## src/bmtb_pkg.sv

```systemverilog
`default_nettype none

package bmtb_pkg;

  localparam int MAX_WIDTH_DEF  = 1024;
  localparam int MAX_WINDOW_DEF = 7;
  localparam int MAX_HEIGHT     = 1024;

  localparam int PIX_W      = 8;
  localparam int FRAME_W    = 11;
  localparam int WIN_W      = 3;
  localparam int THR_W      = 8;
  localparam int CFG_DATA_W = 11;
  localparam int CFG_IDX_W  = 2;
  localparam int ROW_W      = 10;
  localparam int KK_W       = 6;   // k*k, k <= 7
  localparam int LIM_W      = 15;  // (thr+1)*k*k <= 12544

  localparam logic [PIX_W-1:0] LEVEL_FG = 8'd255;
  localparam logic [PIX_W-1:0] LEVEL_BG = 8'd0;

  typedef enum logic [CFG_IDX_W-1:0] {
    CFG_FRAME_WIDTH     = 2'd0,
    CFG_FRAME_HEIGHT    = 2'd1,
    CFG_WINDOW_SIZE     = 2'd2,
    CFG_LEVEL_THRESHOLD = 2'd3
  } cfg_idx_t;

  typedef struct packed {
    logic [FRAME_W-1:0] frame_width;
    logic [FRAME_W-1:0] frame_height;
    logic [WIN_W-1:0]   window_size;
  } geom_cfg_t;

  // per-item control that rides along the pipe
  typedef struct packed {
    logic emit;
    logic fend;
  } item_ctl_t;

endpackage

`default_nettype wire

```

## src/bmtb_window.sv

```systemverilog
`default_nettype none

module bmtb_window import bmtb_pkg::*; #(
  parameter int MAX_WINDOW = MAX_WINDOW_DEF,
  localparam int CSUM_W = $clog2(MAX_WINDOW * 255 + 1),
  localparam int WSUM_W = $clog2(MAX_WINDOW * MAX_WINDOW * 255 + 1)
) (
  input  wire logic                             clk,
  input  wire logic [WIN_W-1:0]                 win_k,
  input  wire logic [MAX_WINDOW-1:0][PIX_W-1:0] col_in,
  input  wire logic                             ld2,
  input  wire logic                             shift3,
  input  wire logic                             ld4,
  output logic [WSUM_W-1:0]                     wsum
);

  logic [MAX_WINDOW-1:0][PIX_W-1:0]                  col2_r;
  logic [MAX_WINDOW-1:0][CSUM_W-1:0]                 psum;
  logic [MAX_WINDOW-1:0][MAX_WINDOW-1:0][CSUM_W-1:0] psum_r;
  logic [WSUM_W-1:0]                                 wsum_c, wsum_r;
  logic [WIN_W-1:0]                                  krow;

  // running sums down the newest column: entry y covers rows 0..y, so the
  // row count is picked at the window sum with the current k
  always_comb begin
    psum[0] = CSUM_W'(col2_r[0]);
    for (int y = 1; y < MAX_WINDOW; y++) begin
      psum[y] = psum[y-1] + CSUM_W'(col2_r[y]);
    end
  end

  assign krow = win_k - WIN_W'(1);

  // horizontal sum over the k newest columns, k rows each
  always_comb begin
    wsum_c = '0;
    for (int x = 0; x < MAX_WINDOW; x++) begin
      if (x < int'(win_k)) begin
        wsum_c = wsum_c + WSUM_W'(psum_r[x][krow]);
      end
    end
  end

  always_ff @(posedge clk) begin
    if (ld2) begin
      col2_r <= col_in;
    end
    if (shift3) begin
      psum_r[0] <= psum;
      for (int x = 1; x < MAX_WINDOW; x++) begin
        psum_r[x] <= psum_r[x-1];
      end
    end
    if (ld4) begin
      wsum_r <= wsum_c;
    end
  end

  assign wsum = wsum_r;

endmodule

`default_nettype wire

```

## config.mk

```make
export PLATFORM = sky130hd
export DESIGN_NAME = bmtb_window
export DESIGN_NICKNAME = d
export VERILOG_FILES = /design/src/bmtb_pkg.sv /design/src/bmtb_window.sv
export SDC_FILE = /design/constraint.sdc
export NUM_CORES = 1
export LEC_CHECK = 0
export BUFFER_PORTS_ARGS = -buffer_cell sky130_fd_sc_hd__buf_2
export CAP_MARGIN = 15
export CORE_ASPECT_RATIO = 0.5
export CORE_UTILIZATION = 62
export DETAILED_ROUTE_END_ITERATION = 8
export GPL_ROUTABILITY_DRIVEN = 0
export MAX_ROUTING_LAYER = met4
export PLACE_DENSITY = 0.82
export SLEW_MARGIN = 20
export SYNTH_ARGS = -nofsm -noshare
export SYNTH_HDL_FRONTEND = slang
export SYNTH_SLANG_ARGS = --single-unit
```

## constraint.sdc

```tcl
create_clock -name clk -period 15.57 [get_ports clk]
set_clock_uncertainty 0.2 [all_clocks]
set_input_delay 0.7785 -clock clk [delete_from_list [all_inputs] [get_ports clk]]
set_output_delay 0.7785 -clock clk [all_outputs]
set_load 0.03 [all_outputs]
```

==> results_tabular.tex <==
\begin{tabular}{lr}
\hline
Metric & Value \\
\hline
\multicolumn{2}{l}{\textbf{Outcome}} \\
Outcome & finished clean \\
\multicolumn{2}{l}{\textbf{Route}} \\
Wire length per cell after detailed routing & approximately 23 um \\
Number of vias after detailed routing & $\sim$16000 \\
Drt total wl & 58900 um \\
Number of nets with antenna violations after routing & 0 \\
DRC violation count after routing & 0 \\
Drt pass-1 iters & 6 \\
DRC violation total after the first TritonRoute iteration & roughly 1900 \\
Via density & $\sim$6.4 \\
\multicolumn{2}{l}{\textbf{Clock network}} \\
Number of buffers between clock root and the deepest sink & 3 \\
Deepest level of the CTS H-tree & 2 \\
Clock-pin slew on the worst setup and hold paths & approximately 0.070 ns \\
Library cell used as clock root buffer & clkbuf\_16 \\
Quantity of gates resized following cts & 0 \\
Clock Sink Count & between 500 and 600 \\
Clock tree from TritonCTS & done \\
Latest clock arrival within the worst-skew pair & between 0.5 and 0.6 ns \\
Buffers inserted by post-CTS timing repair & 0 \\
Total clock buffers created by CTS & between 40 and 50 \\
Number of buffers inserted for hold repair after clock tree synthesis & 0 \\
\multicolumn{2}{l}{\textbf{Synth}} \\
Seq/Total Area, Yosys & a little over three fifths \\
Avg Synthesized Cell Area & about 14 um\^{}2 \\
Count of state elements after synthesis & approximately 570 \\
Post-synthesis cell type count & 76 \\
Mapped Cells & approximately 1900 \\
Commonest register cell after synthesis & edfxtp\_1 \\
Yosys warning count & 0 \\
Number of enable-type register cells in the synthesized netlist & 567 \\
Syn nets & between 2000 and 2500 \\
Combined area of all synthesized cells & between 20000 and 30000 um\^{}2 \\
Share of synthesized registers carrying an async set or reset & 0\% \\
\multicolumn{2}{l}{\textbf{Worst setup path}} \\
Launching element of the worst setup path & win\_k[0] \\
Maximum fanout along the worst path & $\sim$60 \\
Worst path arrival time & between 10 and 15 ns \\
Cell at the slowest stage of the critical path & ha\_4 \\
Largest incremental delay on the critical path & about 0.93 ns \\
Kind of start point of the critical path & input port \\
WS Path Type & input port to flip-flop \\
Start of the worst register-to-register path & psum\_r[35]\$\_DFFE\_PP\_ \\
Worst setup slack for register-to-register paths & 5.21 ns \\
Kind of capture point of the worst setup path & flip-flop \\
Crit path required time & roughly 16 ns \\
FF-to-FF path depth & 45 \\
Capturing point of the worst reg2reg path & wsum[13]\$\_DFFE\_PP\_ \\
\multicolumn{2}{l}{\textbf{Floorplan}} \\
Boundary Pins & 77 \\
Effective utilization at floorplan & 63.6\% \\
Horizontal die dimension & about 300 um \\
Area of the die & $\sim$44000 um\^{}2 \\
Site Rows & 53 \\
Die outline height & between 100 and 150 um \\
Core footprint & 42400 um\^{}2 \\
\multicolumn{2}{l}{\textbf{Place}} \\
IO Port Bufs & 76 \\
HPWL after detailed placement & approximately 40000 um \\
\multicolumn{2}{l}{\textbf{STA}} \\
Accumulated negative setup slack & 0 ns \\
Final setup violation count & 0 \\
Max transition margin & between 20\% and 30\% \\
Max Clock Freq & 0.0807 GHz \\
RSZ-0062 raised after global routing & false \\
Post-layout min period & 12.40 ns \\
Final Hold Fails & 0 \\
Slew of the pin with the lowest slew margin & $\sim$1.1 ns \\
Worst Hold Margin & 0.179 ns \\
Max-slew violation total from the final report & 0 \\
Final critical-path share of the clock period & about 80\% \\
\multicolumn{2}{l}{\textbf{Finish}} \\
Layout cell share with drive strength beyond 1 & between 15 and 20\% \\
Synth-to-Final Area Change & 9.62\% \\
Number of diodes & 0 \\
Number of nets in the layout & 2145 \\
\multicolumn{2}{l}{\textbf{Global route}} \\
Total routing resource utilization after global routing & approximately 28\% \\
Largest net degree at the start of global routing & around 90 \\
Overflow after GRT & 0 \\
Number of antenna violations at the first check in global routing & 0 \\
Via count of the first global-routing pass & 16100 \\
First-pass GRT wire length & $\sim$91000 um \\
\multicolumn{2}{l}{\textbf{Pwr}} \\
Leak pwr & 10.9 nW \\
Worst voltage drop across the vdd grid & between 0.15 and 0.2 mV \\
Total power & 0.00727 W \\
Power density cells & between 200 and 250 nW/um\^{}2 \\
\multicolumn{2}{l}{\textbf{Min path}} \\
Number of cells on the worst hold path & 1 \\
Worst min-delay path category & input port to flip-flop \\
Startpoint of the tightest hold check path & col\_in[45] \\
Worst min-delay path endpoint & col2\_r[45]\$\_DFFE\_PP\_ \\
\multicolumn{2}{l}{\textbf{Run}} \\
Max-Cap Viols & 0 \\
\hline
\end{tabular}
[layer usage]
layer  global-route usage, %  vias to the layer above  share of wire, %
met1                    39.5                     8027                43
met4                    5.80                        0               1.7
met2                    42.6                      931                45
li1                        -                     7377                 -
met3                    3.99                       98               9.6
met5                       -                        -                 0
[sequential cells by signal, indices dropped and copies added (netlist names)]
signal and flops:
col2_r 56, psum_r 497, wsum 14
[cell type report]
| type | count | area (um^2) |
|---|---|---|
| sequential | 567 | 17000 |
| fill | 2686 | 12900 |
| multi-input combinational | 1166 | 9450 |
| clock buffer | 55 | 1270 |
| tap | 577 | 722 |
| timing repair buffer | 95 | 542 |
| clock inverter | 34 | 309 |
| inverter | 71 | 267 |
[Yosys cell counts, types with 32 or more instances]
cell type | instances | area [um^2]
edfxtp_1 | 567 | 17000
nor2_1 | 204 | 766
ha_1 | 121 | 1510
a21oi_1 | 110 | 551
mux2_2 | 78 | 878
nand2_1 | 71 | 267
inv_1 | 69 | 259
o21ai_0 | 61 | 305
clkbuf_1 | 59 | 221
xnor2_1 | 58 | 508
mux4_2 | 56 | 1260
a221oi_1 | 55 | 482
mux2i_1 | 36 | 360
a21o_1 | 32 | 240
[report_power, final]
part	switching (W)	total (W)	internal (W)
sequential	0.000146	0.00226	0.00211
combinational	0.00216	0.00379	0.00164
clock	0.000543	0.00121	0.000672
[worst max path at each step]
stage	endpoint	slack [ns]	depth (start not counted)
floorplan	wsum[13]$_DFFE_PP_	3.58	58
global placement	wsum[13]$_DFFE_PP_	3.29	52
detailed placement	wsum[13]$_DFFE_PP_	2.82	52
CTS	wsum[13]$_DFFE_PP_	3.35	52
global route	wsum[13]$_DFFE_PP_	2.31	52
finish	wsum[13]$_DFFE_PP_	3.17	50
[logic make-up (layout without fill, tap and decap cells)]
group	Yosys count	in the layout	synth area share (%)
AOI/OAI and AO/OA	405	405	9.99
xor gates and xnor gates	90	90	3.08
adders and majority gates	133	133	6.50
buffers and inverters	147	255	2.07
DFF	567	567	63.1
muxes	171	171	9.31
and+or+nand+nor	367	367	5.96
[metrics by stage]
step                      util (%)  area (um^2)  setup slack [ns]  cells
after floorplan                  -        27000              3.58   1880
after global placement        66.0        28000              3.29   2476
after detailed placement      66.0        28000              2.82   2476
after CTS                     69.7        29600              3.35   2565
after global routing          69.7        29600              2.31   2565
final                         69.7        29600              3.17   2565
[worst max-delay path: cells and delay by family]
kind / cells / cell delay, ns
multiplexers: 4 / 0.63
adder cells (fa/ha/maj): 7 / 2.72
XOR/XNOR: 3 / 0.50
buffers and inverters: 6 / 1.47
AND/OR/NAND/NOR: 11 / 2.03
AO/OA/AOI/OAI: 19 / 4.36
[placed cells by master (no fill, tap or decap), types with 19 or more instances in the layout]
cell       count
mux2i_1       36
xor2_1        26
xnor2_1       57
inv_1         69
buf_4         20
nand2_1       71
o21ai_0       61
ha_1         120
o21ai_1       31
buf_2         73
a21o_1        32
clkbuf_16     50
a221oi_1      55
nor2_1       204
a211oi_1      19
edfxtp_1     567
a21oi_1      110
mux2_2        78
mux4_2        56
Note: power is estimated with default switching activity, not from simulation.
