===== src/bmtb_pkg.sv =====
`default_nettype none

package bmtb_pkg;

  localparam int MAX_WIDTH_DEF  = 1024;
  localparam int MAX_WINDOW_DEF = 7;
  localparam int MAX_HEIGHT     = 1024;

  localparam int PIX_W      = 8;
  localparam int FRAME_W    = 11;
  localparam int WIN_W      = 3;
  localparam int THR_W      = 8;
  localparam int CFG_DATA_W = 11;
  localparam int CFG_IDX_W  = 2;
  localparam int ROW_W      = 10;
  localparam int KK_W       = 6;   // k*k, k <= 7
  localparam int LIM_W      = 15;  // (thr+1)*k*k <= 12544

  localparam logic [PIX_W-1:0] LEVEL_FG = 8'd255;
  localparam logic [PIX_W-1:0] LEVEL_BG = 8'd0;

  typedef enum logic [CFG_IDX_W-1:0] {
    CFG_FRAME_WIDTH     = 2'd0,
    CFG_FRAME_HEIGHT    = 2'd1,
    CFG_WINDOW_SIZE     = 2'd2,
    CFG_LEVEL_THRESHOLD = 2'd3
  } cfg_idx_t;

  typedef struct packed {
    logic [FRAME_W-1:0] frame_width;
    logic [FRAME_W-1:0] frame_height;
    logic [WIN_W-1:0]   window_size;
  } geom_cfg_t;

  // per-item control that rides along the pipe
  typedef struct packed {
    logic emit;
    logic fend;
  } item_ctl_t;

endpackage

`default_nettype wire


===== src/bmtb_pos.sv =====
`default_nettype none

module bmtb_pos import bmtb_pkg::*; #(
  parameter int MAX_WIDTH  = MAX_WIDTH_DEF,
  parameter int MAX_WINDOW = MAX_WINDOW_DEF,
  localparam int CW = $clog2(MAX_WIDTH)
) (
  input  wire logic            clk,
  input  wire logic            rst_n,
  input  wire geom_cfg_t       cfg,
  input  wire logic            accept,
  input  wire logic            frame_start,
  output logic [CW-1:0]        col,
  output logic [WIN_W-1:0]     win_k,
  output item_ctl_t            ctl
);

  localparam int XW = (CW + 1 > FRAME_W) ? CW + 1 : FRAME_W;

  logic [CW-1:0]      col_r, col_nxt;
  logic [ROW_W-1:0]   row_r, row_nxt;
  logic [XW-1:0]      fw_x, w, c_x;
  logic [FRAME_W-1:0] h, r_inc, r1;
  logic [CW-1:0]      c_a;
  logic [ROW_W-1:0]   r_a, r_b;

  always_comb begin
    fw_x = XW'(cfg.frame_width);
    if (fw_x == '0) begin
      w = XW'(1);
    end else if (fw_x > XW'(MAX_WIDTH)) begin
      w = XW'(MAX_WIDTH);
    end else begin
      w = fw_x;
    end

    if (cfg.frame_height == '0) begin
      h = FRAME_W'(1);
    end else if (cfg.frame_height > FRAME_W'(MAX_HEIGHT)) begin
      h = FRAME_W'(MAX_HEIGHT);
    end else begin
      h = cfg.frame_height;
    end

    if (cfg.window_size == '0) begin
      win_k = WIN_W'(1);
    end else if (int'(cfg.window_size) > MAX_WINDOW) begin
      win_k = WIN_W'(MAX_WINDOW);
    end else begin
      win_k = cfg.window_size;
    end

    // position of this pixel; frame start restarts at the origin
    c_a = frame_start ? '0 : col_r;
    r_a = frame_start ? '0 : row_r;
    // width shrunk under the current column: close the row first
    if (XW'(c_a) >= w) begin
      c_a   = '0;
      r_inc = FRAME_W'(r_a) + FRAME_W'(1);
    end else begin
      r_inc = FRAME_W'(r_a);
    end
    r_b = (r_inc >= h) ? '0 : r_inc[ROW_W-1:0];

    c_x = XW'(c_a) + XW'(1);
    r1  = FRAME_W'(r_b) + FRAME_W'(1);

    ctl.emit = (r1 >= FRAME_W'(win_k)) && (c_x >= XW'(win_k));
    ctl.fend = (r1 == h) && (c_x == w);
    col      = c_a;

    if (c_x >= w) begin
      col_nxt = '0;
      row_nxt = (r1 >= h) ? '0 : r1[ROW_W-1:0];
    end else begin
      col_nxt = c_x[CW-1:0];
      row_nxt = r_b;
    end
  end

  always_ff @(posedge clk) begin
    if (!rst_n) begin
      col_r <= '0;
      row_r <= '0;
    end else if (accept) begin
      col_r <= col_nxt;
      row_r <= row_nxt;
    end
  end

endmodule

`default_nettype wire


===== config.mk =====
export PLATFORM = sky130hd
export DESIGN_NAME = bmtb_pos
export DESIGN_NICKNAME = d
export VERILOG_FILES = /design/src/bmtb_pkg.sv /design/src/bmtb_pos.sv
export SDC_FILE = /design/constraint.sdc
export NUM_CORES = 1
export LEC_CHECK = 0
export BUFFER_PORTS_ARGS = -buffer_cell sky130_fd_sc_hd__buf_4
export CAP_MARGIN = 10
export CORE_ASPECT_RATIO = 1.25
export CORE_UTILIZATION = 50
export DETAILED_ROUTE_END_ITERATION = 7
export HOLD_SLACK_MARGIN = 0.05
export PLACE_DENSITY = 0.73
export RECOVER_POWER = 25
export SYNTH_ARGS = -nofsm -noshare
export SYNTH_HDL_FRONTEND = slang
export SYNTH_SLANG_ARGS = --single-unit

===== constraint.sdc =====
create_clock -name clk -period 6.8 [get_ports clk]
set_input_delay 0.34 -clock clk [delete_from_list [all_inputs] [get_ports clk]]
set_output_delay 0.34 -clock clk [all_outputs]
set_load 0.02 [all_outputs]

==> impl_metrics.toml, run 1 <==
[status]
run_status = "finished clean"

[worst_setup_path]
max_stage_delay_ps = 370
cp_common_cell = "ha_1"
path_max_fanout = 10
cp.depth = 31
critical_path_arrival_ps = 6560
cp.required_ps = 7000
crit_family = "simple AND/OR/NAND/NOR gates"
critPathKind = "input pin to register"
critical_path_buf_inv_count = 3
r2r.worst_path.cells = 30
end_kind = "register"
slowest_stage = "a211o_1"
worstSetupStartpointType = "input pin"
regToRegSetupSlack_ps = 490

[yosys]
async_flop_share = 0
ys.flop_type = "dfxtp_1"
yosys_warnings = 0
ys_types = 69
postSynthCellCount = 467
yosysSeqAreaShare = 0.118
syn_area_per_cell_um2 = 7.29
syn_nets = 547
synth_area_um2 = 3410
synth_edf_count = 0
ys_seq_elements = 20

[power]
p_per_area_nw_per_um2 = 103
p_int_mw = 0.277
total_power_mw = 0.424
p_switching_mw = 0.146
power_frac_seq = 0.295
p_leak_nw = 1.83
ir_drop_v = 0.0000945
switching_share = 0.345
p_comb_frac = 0.416
clock_power_share = 0.290

[floorplan]
core-area_um2 = 6570
start_util = 0.519
ioPinCount = 44
dieHeight_um = 94.3
rows = 33
die_area_um2 = 7150
die_x_um = 75.8

[detailed_routing]
vias = 3784
ant_nets = 0
wl_um = 10800
routedWlPerCell_um = 17.6
drt-vias-per-instance = 6.15
drc = 0
firstDrtPassIters = 5
drt-initial-drc-count = 220

[layout]
syn_to_final_growth_pct = 21.0
diodes = 0
drive_above_1_share = 0.188
design_area_um2 = 4120
final_util = 0.628
nets = 609
finalNonFillerCells = 615

[placed_design]
io_buffers = 43
place_area_um2 = 4020
gp_congestion = 0.966
placed_cells_incl_taps = 610
dp_hpwl_um = 8840
pre_cts_slack_ps = -114

[run]
max_cap_viol_count = 0

[clocking]
cts_tree = "yes"
cts.sinks = 20
htreeDepth = 1
numCtsBuffers = 3
cts-root-buf = "clkbuf_8"
clock_tree.buffer_depth = 2
cts-hold-fix-buffers = 0
clk_pin_slew_worst_paths_ps = 80
insertion_delay_ps = 270

[global_routing]
grt_util_all_layers = 0.317
grt_overflow = 0
antenna_found_initial = 0
grt_max_degree = 39
grt_pass1_vias = 3615
grt_pass1_wl_um = 17200

[min_path]
hold_depth = 3
hold_path.class = "input pin to register"

[sta]
setup_viol = 0
min_period_ps = 6360
hold-worst-slack_ps = 441
hold_viol_final = 0
tns_ps = 0
worst_pin_slew_ps = 720
max_freq_mhz = 157
fin_crit_sh = 0.935
maxSlewHeadroom = 0.515
finalWorstSetupSlack_ps = 439
fin_skew_ps = 7.40
report.final.slew_viol_count = 0
rsz0062_at_grt = "no"
==> layout make-up <==
| class | count | area, um^2 |
|---|---|---|
| multi-input combinational | 411 | 2930 |
| clock inverter | 1 | 30.0 |
| sequential | 20 | 400 |
| fill | 604 | 2440 |
| tap | 87 | 109 |
| clock buffer | 3 | 41.3 |
| inverter | 18 | 67.6 |
| timing repair buffer | 75 | 544 |
==> cell families after synthesis <==
logic type	after synthesis	share of synthesized area
flops	20	0.118
mux	3	0.00992
buf+inv	36	0.0419
compound gates	114	0.245
fa+ha+maj	51	0.187
simple gates	222	0.344
xor+xnor	21	0.0540
==> cells in the mapped netlist (all sizes together) (2+ instances only) <==
| library cell | instances | area [um^2] |
|---|---|---|
| a21o | 5 | 37.5 |
| o21ai | 22 | 114 |
| a2111oi | 3 | 45.1 |
| or2 | 3 | 18.8 |
| o22ai | 5 | 31.3 |
| or3 | 8 | 50.1 |
| and4 | 4 | 35.0 |
| xor2 | 8 | 70.1 |
| nor2 | 35 | 131 |
| nand3b | 2 | 15.0 |
| a21oi | 21 | 105 |
| buf | 2 | 15.0 |
| nand4b | 2 | 17.5 |
| a311oi | 2 | 17.5 |
| and3 | 7 | 43.8 |
| nand3 | 28 | 140 |
| dfxtp | 20 | 400 |
| nor4 | 4 | 25.0 |
| nor2b | 14 | 87.6 |
| o211ai | 7 | 57.6 |
| nand4 | 11 | 68.8 |
| ha | 51 | 638 |
| xnor2 | 13 | 114 |
| clkbuf | 16 | 60.1 |
| a31oi | 8 | 56.3 |
| and2 | 14 | 90.1 |
| a211oi | 2 | 20.0 |
| inv | 17 | 63.8 |
| o21a | 7 | 52.6 |
| and4b | 2 | 20.0 |
| a31o | 2 | 17.5 |
| a21boi | 9 | 67.6 |
| nand2b | 21 | 131 |
| mux2i | 3 | 33.8 |
| nand2 | 50 | 188 |
| a211o | 6 | 52.6 |
| nor3 | 11 | 55.1 |
==> routing by layer <==
layer	vias to the layer above	track usage	share of wire
li1	1855	-	-
met5	-	0	0
met1	1739	0.357	0.39
met3	44	0.0258	0.048
met2	146	0.576	0.51
met4	0	0.157	0.048
==> state kept, by name, summed over array words and instances, names as in the netlist <==
| signal | cells |
|---|---|
| row_r | 10 |
| col_r | 10 |
==> layout by cell type (no fill, tap or decap), drive strengths merged, types with 17 or more instances in the layout <==
cell,count
a21oi,21
buf,70
dfxtp,20
ha,51
inv,17
nand2,50
nand2b,21
nand3,28
nor2,35
o21ai,22
==> repair_timing <==
item                       4_1_cts  5_1_grt
buffers inserted                 0        1
gates resized for setup          0        9
setup endpoints to repair        0       12
==> worst reg2reg max path, delay by kind of cell, from the launching register on <==
kind | cells | cell delay, ps
AOI/OAI and AO/OA | 13 | 2440
xor gates and xnor gates | 1 | 120
adders and majority gates | 4 | 1100
DFF | 1 | 390
muxes | 1 | 280
and+or+nand+nor | 11 | 1940
==> power by group through the flow <==
| stage | clock network, mW | logic, mW | registers (mW) |
|---|---|---|---|
| 2_1_floorplan | 0 | 0.106 | 0.126 |
| 3_3_place_gp | 0 | 0.164 | 0.128 |
| 3_5_place_dp | 0 | 0.168 | 0.128 |
| 4_1_cts | 0.124 | 0.169 | 0.125 |
| 5_1_grt | 0.129 | 0.192 | 0.125 |
| 6_report | 0.123 | 0.176 | 0.125 |
==> final timing paths <==
check                               from       end
worst max-delay path             cfg[24]  row_r[7]
worst min-delay path               rst_n  row_r[1]
worst max register to register  col_r[4]  row_r[7]
worst min register to register  col_r[1]  col_r[1]
Note: power is estimated with default switching activity, not from simulation.
==> run 2: changes to the inputs <==
--- a/config.mk
+++ b/config.mk
@@ -9,6 +9,7 @@
 export CAP_MARGIN = 10
 export CORE_ASPECT_RATIO = 1.25
 export CORE_UTILIZATION = 50
+export CTS_BUF_LIST = sky130_fd_sc_hd__clkbuf_16
 export DETAILED_ROUTE_END_ITERATION = 7
 export HOLD_SLACK_MARGIN = 0.05
 export PLACE_DENSITY = 0.73
==> run 2 against run 1 <==
Net effect: worst hold slack improved by 12 ps; critical path type unchanged; sequential power about the same; sequential share of layout area decreased by 0.079 points; non-clock buffer count unchanged; routed wire length increased by 0.54%; clock skew about the same; count of clock-buffer cells in the layout unchanged; register-to-register slack about the same; critical path depth decreased by 1; maximum frequency decreased by 0.27%; largest cell class unchanged.
==> impl_metrics.toml, run 2 (synthesis gave the netlist of run 1 again) <==
[placed_design]
place_area_um2 = 4020
gp_congestion = 0.966
io_buffers = 43
dp_hpwl_um = 8840
placed_cells_incl_taps = 610

[layout]
diodes = 0
fillers = 599
syn_to_final_growth_pct = 22.0
layout_common_cells = "buf_4 (70), nand2_1 (50), ha_1 (50)"
design_area_um2 = 4150
nets = 609
final_util = 0.633
finalNonFillerCells = 615
top_regs = "col_r x10, row_r x10"
drive_above_1_share = 0.188
final_common_cell = "buf_4"

[clocking]
htreeDepth = 1
clk_pin_slew_worst_paths_ps = 60
cts-hold-fix-buffers = 0
clock_tree.buffer_depth = 2
cts_tree = "yes"
numCtsBuffers = 3
cts.sinks = 20
insertion_delay_ps = 260
cts-root-buf = "clkbuf_16"

[sta]
tns_ps = 0
setup_viol = 0
hold_viol_final = 0
max_freq_mhz = 157
fin_crit_sh = 0.938
rsz0062_at_grt = "no"
report.final.slew_viol_count = 0
maxSlewHeadroom = 0.511
fin_skew_ps = 7.61
min_period_ps = 6380
worst_pin_slew_ps = 726

[worst_setup_path]
slowest_stage = "a211o_1"
cp.required_ps = 6980
cp_common_cell = "ha_1"
critical_path_arrival_ps = 6560
path_max_fanout = 10
end_kind = "register"
critPathKind = "input pin to register"
max_stage_delay_ps = 370
worstSetupStartpointType = "input pin"

[global_routing]
grt_pass1_vias = 3607
grt_overflow = 0
grt_max_degree = 39
grt_pass1_wl_um = 17200
antenna_found_initial = 0
grt_util_all_layers = 0.318

[floorplan]
start_util = 0.519
core-area_um2 = 6570
rows = 33
ioPinCount = 44
dieHeight_um = 94.3
die_area_um2 = 7150
die_x_um = 75.8

[power]
ir_drop_v = 0.000109
p_leak_nw = 1.84
p_per_area_nw_per_um2 = 112

[detailed_routing]
vias = 3824
drc = 0
ant_nets = 0
drt-vias-per-instance = 6.22
routedWlPerCell_um = 17.7
firstDrtPassIters = 5
drt-initial-drc-count = 256
wl_um = 10900

[run]
max_cap_viol_count = 0

[min_path]
hold_path.class = "input pin to register"

[status]
run_status = "finished clean"
## run 2: metal layers
| metal | global-route usage | up-vias | part of all wire |
|---|---|---|---|
| met4 | 0.162 | 0 | 0.049 |
| met1 | 0.360 | 1775 | 0.40 |
| met3 | 0.0236 | 41 | 0.045 |
| met2 | 0.575 | 156 | 0.50 |
| met5 | 0 | - | 0 |
| li1 | - | 1852 | - |
## run 2: power breakdown
group | leakage, nW | switching [mW] | total (mW) | internal, mW
sequential | 0.163 | 0.00445 | 0.125 | 0.121
combinational | 1.63 | 0.0981 | 0.176 | 0.0784
clock | 0.0511 | 0.0478 | 0.165 | 0.117
## run 2: worst max-delay path, delay by kind of cell
kind                     cells  cell delay (ps)
AO/OA/AOI/OAI                9             1860
XOR/XNOR                     1              110
adder cells (fa/ha/maj)      4             1120
buffers and inverters        3              510
multiplexers                 1              280
AND/OR/NAND/NOR             12             2340
## run 2: cell type report
class / instances / area [um^2] / share of cell area
clock inverters: 1 / 30.0 / 0.00723
inverters: 18 / 67.6 / 0.0163
clock buffers: 3 / 75.1 / 0.0181
flip-flops and latches: 20 / 400 / 0.0964
well taps: 87 / 109 / 0.0262
multi-input cells: 411 / 2930 / 0.705
repair buffers: 75 / 544 / 0.131
## run 2: final timing paths
check	from	to	slack [ps]	cells past startpoint
max	cfg[24]	row_r[7]	420	30
min	rst_n	row_r[1]	450	3
max reg2reg	col_r[5]	row_r[7]	500	29
min reg2reg	col_r[1]	col_r[1]	490	2
## run 2: metrics by stage
stage | hold WS [ps] | worst slack, ps | power, mW
final | 453 | 422 | 0.466
after global routing | 468 | 15.6 | 0.489
after CTS | 450 | 138 | 0.460
after detailed placement | 467 | -114 | 0.296
after global placement | 460 | 133 | 0.292
after floorplan | 450 | 29.5 | 0.232
## run 2: what timing repair did
action | CTS | global route
resized for setup | 0 | 11
buffers inserted | 0 | 1
endpoints found under the setup margin | 0 | 12
